`config.mk`:
```
export PLATFORM = sky130hd
export DESIGN_NAME = vertex_attribute_packer_unit
export DESIGN_NICKNAME = d
export VERILOG_FILES = /design/src/rtl/core/vap_pkg.sv /design/src/rtl/core/vertex_attribute_packer_unit.sv /design/src/rtl/core/vap_front.sv /design/src/rtl/core/vap_queue.sv /design/src/rtl/core/vap_back.sv
export SDC_FILE = /design/constraint.sdc
export NUM_CORES = 2
export LEC_CHECK = 0
export ABC_AREA = 1
export ABC_CLOCK_PERIOD_IN_PS = 29200
export BUFFER_PORTS_ARGS = -buffer_cell sky130_fd_sc_hd__buf_2
export CORE_MARGIN = 4
export CORE_UTILIZATION = 55
export DETAILED_ROUTE_END_ITERATION = 8
export GPL_ROUTABILITY_DRIVEN = 1
export MAX_ROUTING_LAYER = met4
export PLACE_DENSITY = 0.79
export SLEW_MARGIN = 20
export SYNTH_ARGS = -nofsm -noshare
export SYNTH_HDL_FRONTEND = slang
export SYNTH_HIERARCHICAL = 1
export SYNTH_SLANG_ARGS = --single-unit
```
`constraint.sdc`:
```
create_clock -name i_clk -period 29.2 [get_ports i_clk]
set_clock_uncertainty 0.05 [all_clocks]
set_input_delay 1.46 -clock i_clk [delete_from_list [all_inputs] [get_ports i_clk]]
set_output_delay 1.46 -clock i_clk [all_outputs]
set_load 0.01 [all_outputs]
```
`src/rtl/core/vap_pkg.sv`:
```
package vap_pkg;

    localparam int DefIndexBits = 24;
    localparam int CfgIdxBits   = 3;
    localparam int CfgDataBits  = 32;
    localparam int QueueDepth   = 4;

    localparam logic [CfgIdxBits-1:0] REG_HAS_NORMALS   = 3'd0;
    localparam logic [CfgIdxBits-1:0] REG_NORMAL_COUNT  = 3'd1;
    localparam logic [CfgIdxBits-1:0] REG_HAS_COLORS    = 3'd2;
    localparam logic [CfgIdxBits-1:0] REG_HAS_TEXCOORDS = 3'd3;
    localparam logic [CfgIdxBits-1:0] REG_VERTEX_COUNT  = 3'd4;

    localparam logic [31:0] FloatOne = 32'h3F80_0000;

    typedef struct packed {
        logic [31:0] pos_x;
        logic [31:0] pos_y;
        logic [31:0] pos_z;
        logic [31:0] nrm_x;
        logic [31:0] nrm_y;
        logic [31:0] nrm_z;
        logic [31:0] col_r;
        logic [31:0] col_g;
        logic [31:0] col_b;
        logic [31:0] col_a;
        logic [31:0] tex_u;
        logic [31:0] tex_v;
    } t_vtx_in;

    typedef struct packed {
        logic [31:0] out_pos_x;
        logic [31:0] out_pos_y;
        logic [31:0] out_pos_z;
        logic [31:0] out_nrm_x;
        logic [31:0] out_nrm_y;
        logic [31:0] out_nrm_z;
        logic [31:0] out_color;
        logic [31:0] out_texcoord;
    } t_vtx_out;

    // Classified vertex handed from the front end to the back end.
    typedef struct packed {
        t_vtx_in vtx;
        logic    use_nrm;
        logic    use_col;
        logic    use_tex;
    } t_job;

    // Color channel to byte: clamp, v*255 and +0.5 each rounded to binary32,
    // then truncate. The product is rounded to 24 significant bits first; the
    // sum is then held with 32 fraction bits, and its rounding can only matter
    // when it carries into the next integer.
    function automatic logic [7:0] unorm8(input logic [31:0] b);
        logic [7:0]  ex;
        logic [23:0] m;
        logic [31:0] p;
        logic        up;
        logic [32:0] keep;
        logic [40:0] xf;
        logic [40:0] yf;
        logic [7:0]  n;
        logic [32:0] gap;
        logic [32:0] half;
        logic [7:0]  res;
        ex   = b[30:23];
        m    = {1'b1, b[22:0]};
        p    = '0;
        up   = 1'b0;
        keep = '0;
        xf   = '0;
        yf   = '0;
        n    = '0;
        gap  = '0;
        half = '0;
        res  = 8'd0;
        if (ex == 8'hFF && b[22:0] != 0) res = 8'd0;
        else if (b[31]) res = 8'd0;
        else if (ex >= 8'd127) res = 8'hFF;
        else if (ex >= 8'd118) begin
            // Below this exponent v*255+0.5 stays under one and gives zero.
            p = {m, 8'd0} - {8'd0, m};
            if (p[31]) begin
                up   = p[7] && (p[6:0] != 0 || p[8]);
                keep = {1'b0, p[31:8], 8'd0} + (up ? 33'h100 : 33'd0);
            end else begin
                up   = p[6] && (p[5:0] != 0 || p[7]);
                keep = {1'b0, p[31:7], 7'd0} + (up ? 33'h80 : 33'd0);
            end
            xf = {8'd0, keep} << (ex - 8'd118);
            yf = xf + 41'h0_8000_0000;
            n  = yf[39:32];
            gap = 33'h1_0000_0000 - {1'b0, yf[31:0]};
            // Half an ulp of the sum, in units of 2^-32.
            half = 33'h80;
            for (int i = 0; i < 8; i++) begin
                if (n[i]) half = 33'h100 << i;
            end
            res = n + {7'd0, gap <= half};
        end
        return res;
    endfunction

    function automatic logic [15:0] to_half(input logic [31:0] b);
        logic        s;
        logic [7:0]  ex;
        logic [22:0] man;
        logic [23:0] mm;
        logic [4:0]  sh;
        logic [23:0] r24;
        logic [15:0] r;
        s   = b[31];
        ex  = b[30:23];
        man = b[22:0];
        mm  = {1'b1, man};
        sh  = 5'd0;
        r24 = 24'd0;
        if (ex == 8'hFF)
            r = {s, 15'h7C00} | ((man != 0) ? 16'h0200 : 16'h0000);
        else if (ex >= 8'd143) r = {s, 15'h7C00};
        else if (ex <= 8'd112) begin
            if (ex < 8'd102) r = {s, 15'd0};
            else begin
                sh  = 5'(8'd113 - ex);
                r24 = (mm >> sh) + 24'h1000;
                if (r24[23]) r = {s, 15'h0400};
                else r = {s, 5'd0, r24[22:13]};
            end
        end else begin
            r24 = {1'b0, man} + 24'h1000;
            r = {s, 15'({5'(ex - 8'd112), 10'd0} + {4'd0, r24[23:13]})};
            if (r[14:0] > 15'h7C00) r = {s, 15'h7C00};
        end
        return r;
    endfunction

endpackage

```
`src/rtl/core/vertex_attribute_packer_unit.sv`:
```
// Vertex attribute packer: turns one vertex of raw binary32 attributes into
// one packed 32-byte vertex with unorm8 color and binary16 texture coordinates.
//
// Input channel: drive i_vtx and raise push; a transaction completes on a
// rising edge with push high and full low. Result channel: while empty is low
// the oldest packed vertex is on o_vtx; a transaction completes on a rising
// edge with pop high. The configuration channel writes one register per
// transaction (index 0..4; other indices are ignored) and is always ready.
// Configure only while the block is idle.
//
// One vertex is accepted every cycle while full is low. The front end tracks
// the running vertex index and classifies the vertex; a four-entry queue
// decouples it from the back end, whose single output register does the color
// and half conversion. An accepted vertex is written into the queue and then
// into the output register, and empty goes low once it is held there. When the
// receiver stalls, the output register and the queue fill and then full rises.
// Synchronous reset clears the index, empties the queue and output register and
// sets the configuration to defaults (all streams absent, vertex count one).
module vertex_attribute_packer_unit (
    input  logic                          i_clk,
    input  logic                          i_rst_n,
    input  logic                          push,
    output logic                          full,
    input  vap_pkg::t_vtx_in              i_vtx,
    output logic                          empty,
    input  logic                          pop,
    output vap_pkg::t_vtx_out             o_vtx,
    input  logic                          i_cfg_valid,
    output logic                          o_cfg_ready,
    input  logic [vap_pkg::CfgIdxBits-1:0] i_cfg_index,
    input  logic [vap_pkg::CfgDataBits-1:0] i_cfg_data
);
    import vap_pkg::*;

    logic        r_has_normals, r_has_colors, r_has_texcoords;
    logic [23:0] r_normal_count, r_vertex_count;
    t_job        front_job, q_job;
    logic        q_empty, take, acc;

    assign o_cfg_ready = 1'b1;
    assign acc = push && !full;

    always_ff @(posedge i_clk) begin
        if (!i_rst_n) begin
            r_has_normals   <= 1'b0;
            r_normal_count  <= '0;
            r_has_colors    <= 1'b0;
            r_has_texcoords <= 1'b0;
            r_vertex_count  <= 24'd1;
        end else if (i_cfg_valid) begin
            case (i_cfg_index)
                REG_HAS_NORMALS:   r_has_normals   <= i_cfg_data[0];
                REG_NORMAL_COUNT:  r_normal_count  <= i_cfg_data[23:0];
                REG_HAS_COLORS:    r_has_colors    <= i_cfg_data[0];
                REG_HAS_TEXCOORDS: r_has_texcoords <= i_cfg_data[0];
                REG_VERTEX_COUNT:  r_vertex_count  <= i_cfg_data[23:0];
                default: ;
            endcase
        end
    end

    vap_front u_front (
        .i_clk, .i_rst_n, .i_valid(acc), .i_vtx,
        .i_has_normals(r_has_normals), .i_normal_count(r_normal_count),
        .i_has_colors(r_has_colors), .i_has_texcoords(r_has_texcoords),
        .i_vertex_count(r_vertex_count), .o_job(front_job)
    );

    vap_queue u_queue (
        .i_clk, .i_rst_n, .i_push(push), .i_job(front_job), .o_full(full),
        .o_empty(q_empty), .i_pop(take), .o_job(q_job)
    );

    vap_back u_back (
        .i_clk, .i_rst_n, .i_valid(!q_empty), .o_take(take), .i_job(q_job),
        .o_empty(empty), .i_pop(pop), .o_vtx
    );
endmodule

```
`src/rtl/core/vap_front.sv`:
```
module vap_front (
    input  logic           i_clk,
    input  logic           i_rst_n,
    input  logic           i_valid,
    input  vap_pkg::t_vtx_in i_vtx,
    input  logic           i_has_normals,
    input  logic [23:0]    i_normal_count,
    input  logic           i_has_colors,
    input  logic           i_has_texcoords,
    input  logic [23:0]    i_vertex_count,
    output vap_pkg::t_job  o_job
);
    import vap_pkg::*;

    logic [23:0] r_index;
    logic [24:0] n_next;

    assign n_next = {1'b0, r_index} + 25'd1;
    assign o_job.vtx     = i_vtx;
    assign o_job.use_nrm = i_has_normals && (r_index < i_normal_count);
    assign o_job.use_col = i_has_colors;
    assign o_job.use_tex = i_has_texcoords;

    always_ff @(posedge i_clk) begin
        if (!i_rst_n) begin
            r_index <= '0;
        end else if (i_valid) begin
            r_index <= (n_next >= {1'b0, i_vertex_count}) ? '0 : n_next[23:0];
        end
    end
endmodule

```
`src/rtl/core/vap_queue.sv`:
```
module vap_queue (
    input  logic          i_clk,
    input  logic          i_rst_n,
    input  logic          i_push,
    input  vap_pkg::t_job i_job,
    output logic          o_full,
    output logic          o_empty,
    input  logic          i_pop,
    output vap_pkg::t_job o_job
);
    import vap_pkg::*;

    localparam int AW = $clog2(QueueDepth);
    t_job          r_mem [QueueDepth];
    logic [AW-1:0] r_wp, r_rp;
    logic [AW:0]   r_cnt;
    logic          wr, rd;

    assign o_full  = (r_cnt == (AW+1)'(QueueDepth));
    assign o_empty = (r_cnt == '0);
    assign wr = i_push && !o_full;
    assign rd = i_pop && !o_empty;
    assign o_job = r_mem[r_rp];

    always_ff @(posedge i_clk) begin
        if (wr) r_mem[r_wp] <= i_job;
        if (!i_rst_n) begin
            r_wp <= '0; r_rp <= '0; r_cnt <= '0;
        end else begin
            if (wr) r_wp <= r_wp + 1'b1;
            if (rd) r_rp <= r_rp + 1'b1;
            r_cnt <= r_cnt + (AW+1)'(wr) - (AW+1)'(rd);
        end
    end
endmodule

```
`src/rtl/core/vap_back.sv`:
```
module vap_back (
    input  logic             i_clk,
    input  logic             i_rst_n,
    input  logic             i_valid,
    output logic             o_take,
    input  vap_pkg::t_job    i_job,
    output logic             o_empty,
    input  logic             i_pop,
    output vap_pkg::t_vtx_out o_vtx
);
    import vap_pkg::*;

    logic     r_full;
    t_vtx_out r_out, n_out;
    logic [31:0] tu, tv;

    assign o_take  = i_valid && (!r_full || i_pop);
    assign o_empty = !r_full;
    assign o_vtx   = r_out;

    always_comb begin
        n_out.out_pos_x = i_job.vtx.pos_x;
        n_out.out_pos_y = i_job.vtx.pos_y;
        n_out.out_pos_z = i_job.vtx.pos_z;
        n_out.out_nrm_x = i_job.use_nrm ? i_job.vtx.nrm_x : 32'd0;
        n_out.out_nrm_y = i_job.use_nrm ? i_job.vtx.nrm_y : 32'd0;
        n_out.out_nrm_z = i_job.use_nrm ? i_job.vtx.nrm_z : FloatOne;
        n_out.out_color = i_job.use_col ?
            {unorm8(i_job.vtx.col_a), unorm8(i_job.vtx.col_b),
             unorm8(i_job.vtx.col_g), unorm8(i_job.vtx.col_r)} : 32'hFFFF_FFFF;
        tu = i_job.use_tex ? i_job.vtx.tex_u : 32'd0;
        tv = i_job.use_tex ? i_job.vtx.tex_v : 32'd0;
        n_out.out_texcoord = {to_half(tv), to_half(tu)};
    end

    always_ff @(posedge i_clk) begin
        if (o_take) r_out <= n_out;
        if (!i_rst_n) begin
            r_full <= 1'b0;
        end else if (o_take) begin
            r_full <= 1'b1;
        end else if (i_pop) begin
            r_full <= 1'b0;
        end
    end
endmodule

```
==> impl_results.md <==
- WHS: between 0.4 and 0.5 ns
- Relative slew margins: between 20% and 30%
- Unrepaired setup endpoints after global routing: false
- Num rows: 158
- Ys Warns: 6
- Post-synthesis sequential area ratio: approximately 54%
- Final wirelength: about 300000 µm
- Critical path class: reg2reg
- EDFF count, synth: 1804
- PortBufs: 673
- Hold path startpoint: r_normal_count[12]
- Fin crit share: ~37%
- Nets: 12200
- Drt first pass iters: 7
- Gp weighted congestion: slightly below 1
- WP data required: 29.69 ns
- Number of global-route vias before repair: 77600
- Clock buffer depth: 3
- Most Frequent Cell on Critical Path: nand2_1
- Reg2reg end: u_back/o_vtx[63]
- DR vias/cell: ~5.7
- Most frequent cells in the layout: nand2_1, edfxtp_1, nor2_1
- DRC: 0
- Register bit total from synthesis: between 1500 and 2000
- HP Class: reg2reg
- Half-perimeter wire length after placement: between 200000 and 250000 µm
- DRT iter0 DRCs: 7618
- WP data arrival: ~11 ns
- GRT Util Overall: around 30%
- Post-synth ARST share: 0%
- Total Die Area: 194000 µm²
- Hold Fails Final Rpt: 0
- TNS Setup: 0 ns
- Post-CTS setup buffers: 0
- Pin count of the biggest net entering global routing: a little under 200
- Startpoint type of the worst setup path: flip-flop
- Via count: ~81000
- Fin crit period: 10.81 ns
- Clk Latency, worst-skew pair: roughly 0.84 ns
- Total gr overflow: 0
- CTS tree: yes
- DR WL/cell: 20.4 µm
- I/O pins: ~680
- Post-synth top flop: edfxtp_1
- Worst R2R Path Depth: 63
- CTS buffer count: 182
- Mapped Cells: roughly 11000
- Utilization after layout: between 50 and 60%
- Critical path capture point type: flip-flop
- Avg Synthesized Cell Area: 9.02 µm²
- Synth top area share: a little over half
- Status: finished, final reports clean
- Post-CTS Hold Buffers: 0
- Max Freq: between 90 and 100 MHz
- H-tree depth: 4
- DIE WIDTH: between 400 and 500 µm
- Syn Nets: 12000
- Layout area overhead: 7.94%
- Slew @ Worst Pin: ~1.2 ns
- Share of cells above drive strength 1: 13.3%
- Die height: between 400 and 500 µm
- Maxcap violations: 0
- Clk root buf: clkbuf_16
- R2R setup slack: about 18 ns
- Post-Syn Area: 103000 µm²
- Commonest non-fill, non-tap cell in the layout: nand2_1
- Area contributors post-synth: edfxtp_1, nand2_1, nand3_1
- First-pass GRT wire length: 438000 µm
- Initial antenna violation count: 140
- Worst hold path depth: 2
- Hold EP: r_normal_count[12]
- Core box area: 186000 µm²
- Slowest CP cell: dfxtp_4
- Peak per-stage delay on the critical path: around 0.65 ns
- Clock slew at reported path FFs: ~0.06 ns
- CP max FO: 60
- Synth cell types: 76
- Antenna Violating Nets Remaining: 0
- Final Setup Violations: 0
- Initial Utilization: roughly 55%
- Max Slew Vio Count: 0
- Clock sink count: about 1900
- Area leader, netlist: edfxtp_1
- CTS resizes: 0
per-stage QoR:
step,std cells,setup WS (ns),area (µm²)
3_3_place_gp,13800,18.53,105000
2_1_floorplan,11400,10.42,103000
5_1_grt,14300,17.35,111000
3_5_place_dp,13800,18.43,105000
6_report,14300,18.39,111000
4_1_cts,14200,18.43,111000
area by class of cell:
| class | instances | area (µm²) |
|---|---|---|
| diodes | 115 | 288 |
| clock buffers | 229 | 4770 |
| clock inverters | 109 | 1220 |
| fillers | 15500 | 74700 |
| inverters | 1103 | 4180 |
| multi-input cells | 7599 | 37600 |
| flip-flops and latches | 1889 | 55900 |
| well taps | 2480 | 3100 |
| repair buffers | 758 | 4080 |
Yosys cell counts (11+ instances only):
| cell | count |
|---|---|
| a21oi_1 | 203 |
| a31oi_1 | 13 |
| and2_1 | 12 |
| buf_1 | 24 |
| buf_2 | 139 |
| buf_4 | 422 |
| buf_6 | 74 |
| clkbuf_1 | 151 |
| clkinv_1 | 20 |
| dfxtp_1 | 85 |
| edfxtp_1 | 1804 |
| ha_1 | 192 |
| inv_1 | 988 |
| inv_2 | 93 |
| nand2_1 | 2425 |
| nand2_2 | 142 |
| nand3_1 | 1082 |
| nand3_2 | 58 |
| nand3b_1 | 22 |
| nand4_1 | 184 |
| nor2_1 | 1434 |
| nor2_2 | 107 |
| nor2_4 | 48 |
| nor3_1 | 69 |
| nor4_1 | 24 |
| o211ai_1 | 18 |
| o21ai_0 | 737 |
| o21ai_1 | 203 |
| o21bai_1 | 11 |
| o22ai_1 | 391 |
| xnor2_1 | 32 |
| xor2_1 | 79 |
critical path: cells and delay by family (launching register included):
family | cells | cell delay (ns)
DFF | 1 | 0.65
buffers and inverters | 9 | 1.99
and+or+nand+nor | 43 | 5.29
AOI/OAI and AO/OA | 7 | 1.31
adders and majority gates | 4 | 1.16
metal layers:
| metal | share of wire (%) | track usage (%) | vias to the layer above |
|---|---|---|---|
| met5 | 0 | - | - |
| met4 | 4.3 | 12.3 | 0 |
| met3 | 7.3 | 5.62 | 585 |
| met2 | 48 | 48.9 | 3042 |
| met1 | 40 | 36.5 | 38500 |
| li1 | - | - | 38900 |
cells by family (layout without fill, tap and decap cells):
family	after synthesis	count (layout)	synth area share, %
flip-flops	1889	1889	54.3
XOR/XNOR	113	113	0.976
buffers and inverters	1923	2199	9.35
AO/OA/AOI/OAI	1629	1629	8.68
multiplexers	2	2	0.0194
other	1	116	0.00364
AND/OR/NAND/NOR	5661	5661	24.3
adder cells (fa/ha/maj)	193	193	2.35
how the worst max path moves through the flow:
stage                     endpoint  startpoint  slack (ns)  cells after the start
2_1_floorplan  u_queue/r_mem[0][0]        push       10.42                      2
4_1_cts           u_back/o_vtx[63]   flip-flop       18.43                     63
3_5_place_dp      u_back/o_vtx[63]   flip-flop       18.43                     63
5_1_grt           u_back/o_vtx[63]   flip-flop       17.35                     65
6_report          u_back/o_vtx[63]   flip-flop       18.39                     63
3_3_place_gp      u_back/o_vtx[63]   flip-flop       18.53                     63
flip-flops by register name, indices dropped and copies added (netlist names), named ones only:
| signal | cells |
|---|---|
| r_has_colors | 1 |
| u_queue/r_cnt | 3 |
| u_queue/r_mem | 1548 |
| u_front/r_index | 24 |
| u_queue/r_rp | 2 |
| r_has_normals | 1 |
| r_has_texcoords | 1 |
| r_normal_count | 24 |
| u_queue/r_wp | 2 |
| r_vertex_count | 24 |
| u_back/o_vtx | 256 |
| u_back/r_full | 1 |
Power is left out: the tool's default activity adds up to more than one toggle a clock period on the data nets, which glitch-free logic cannot reach.
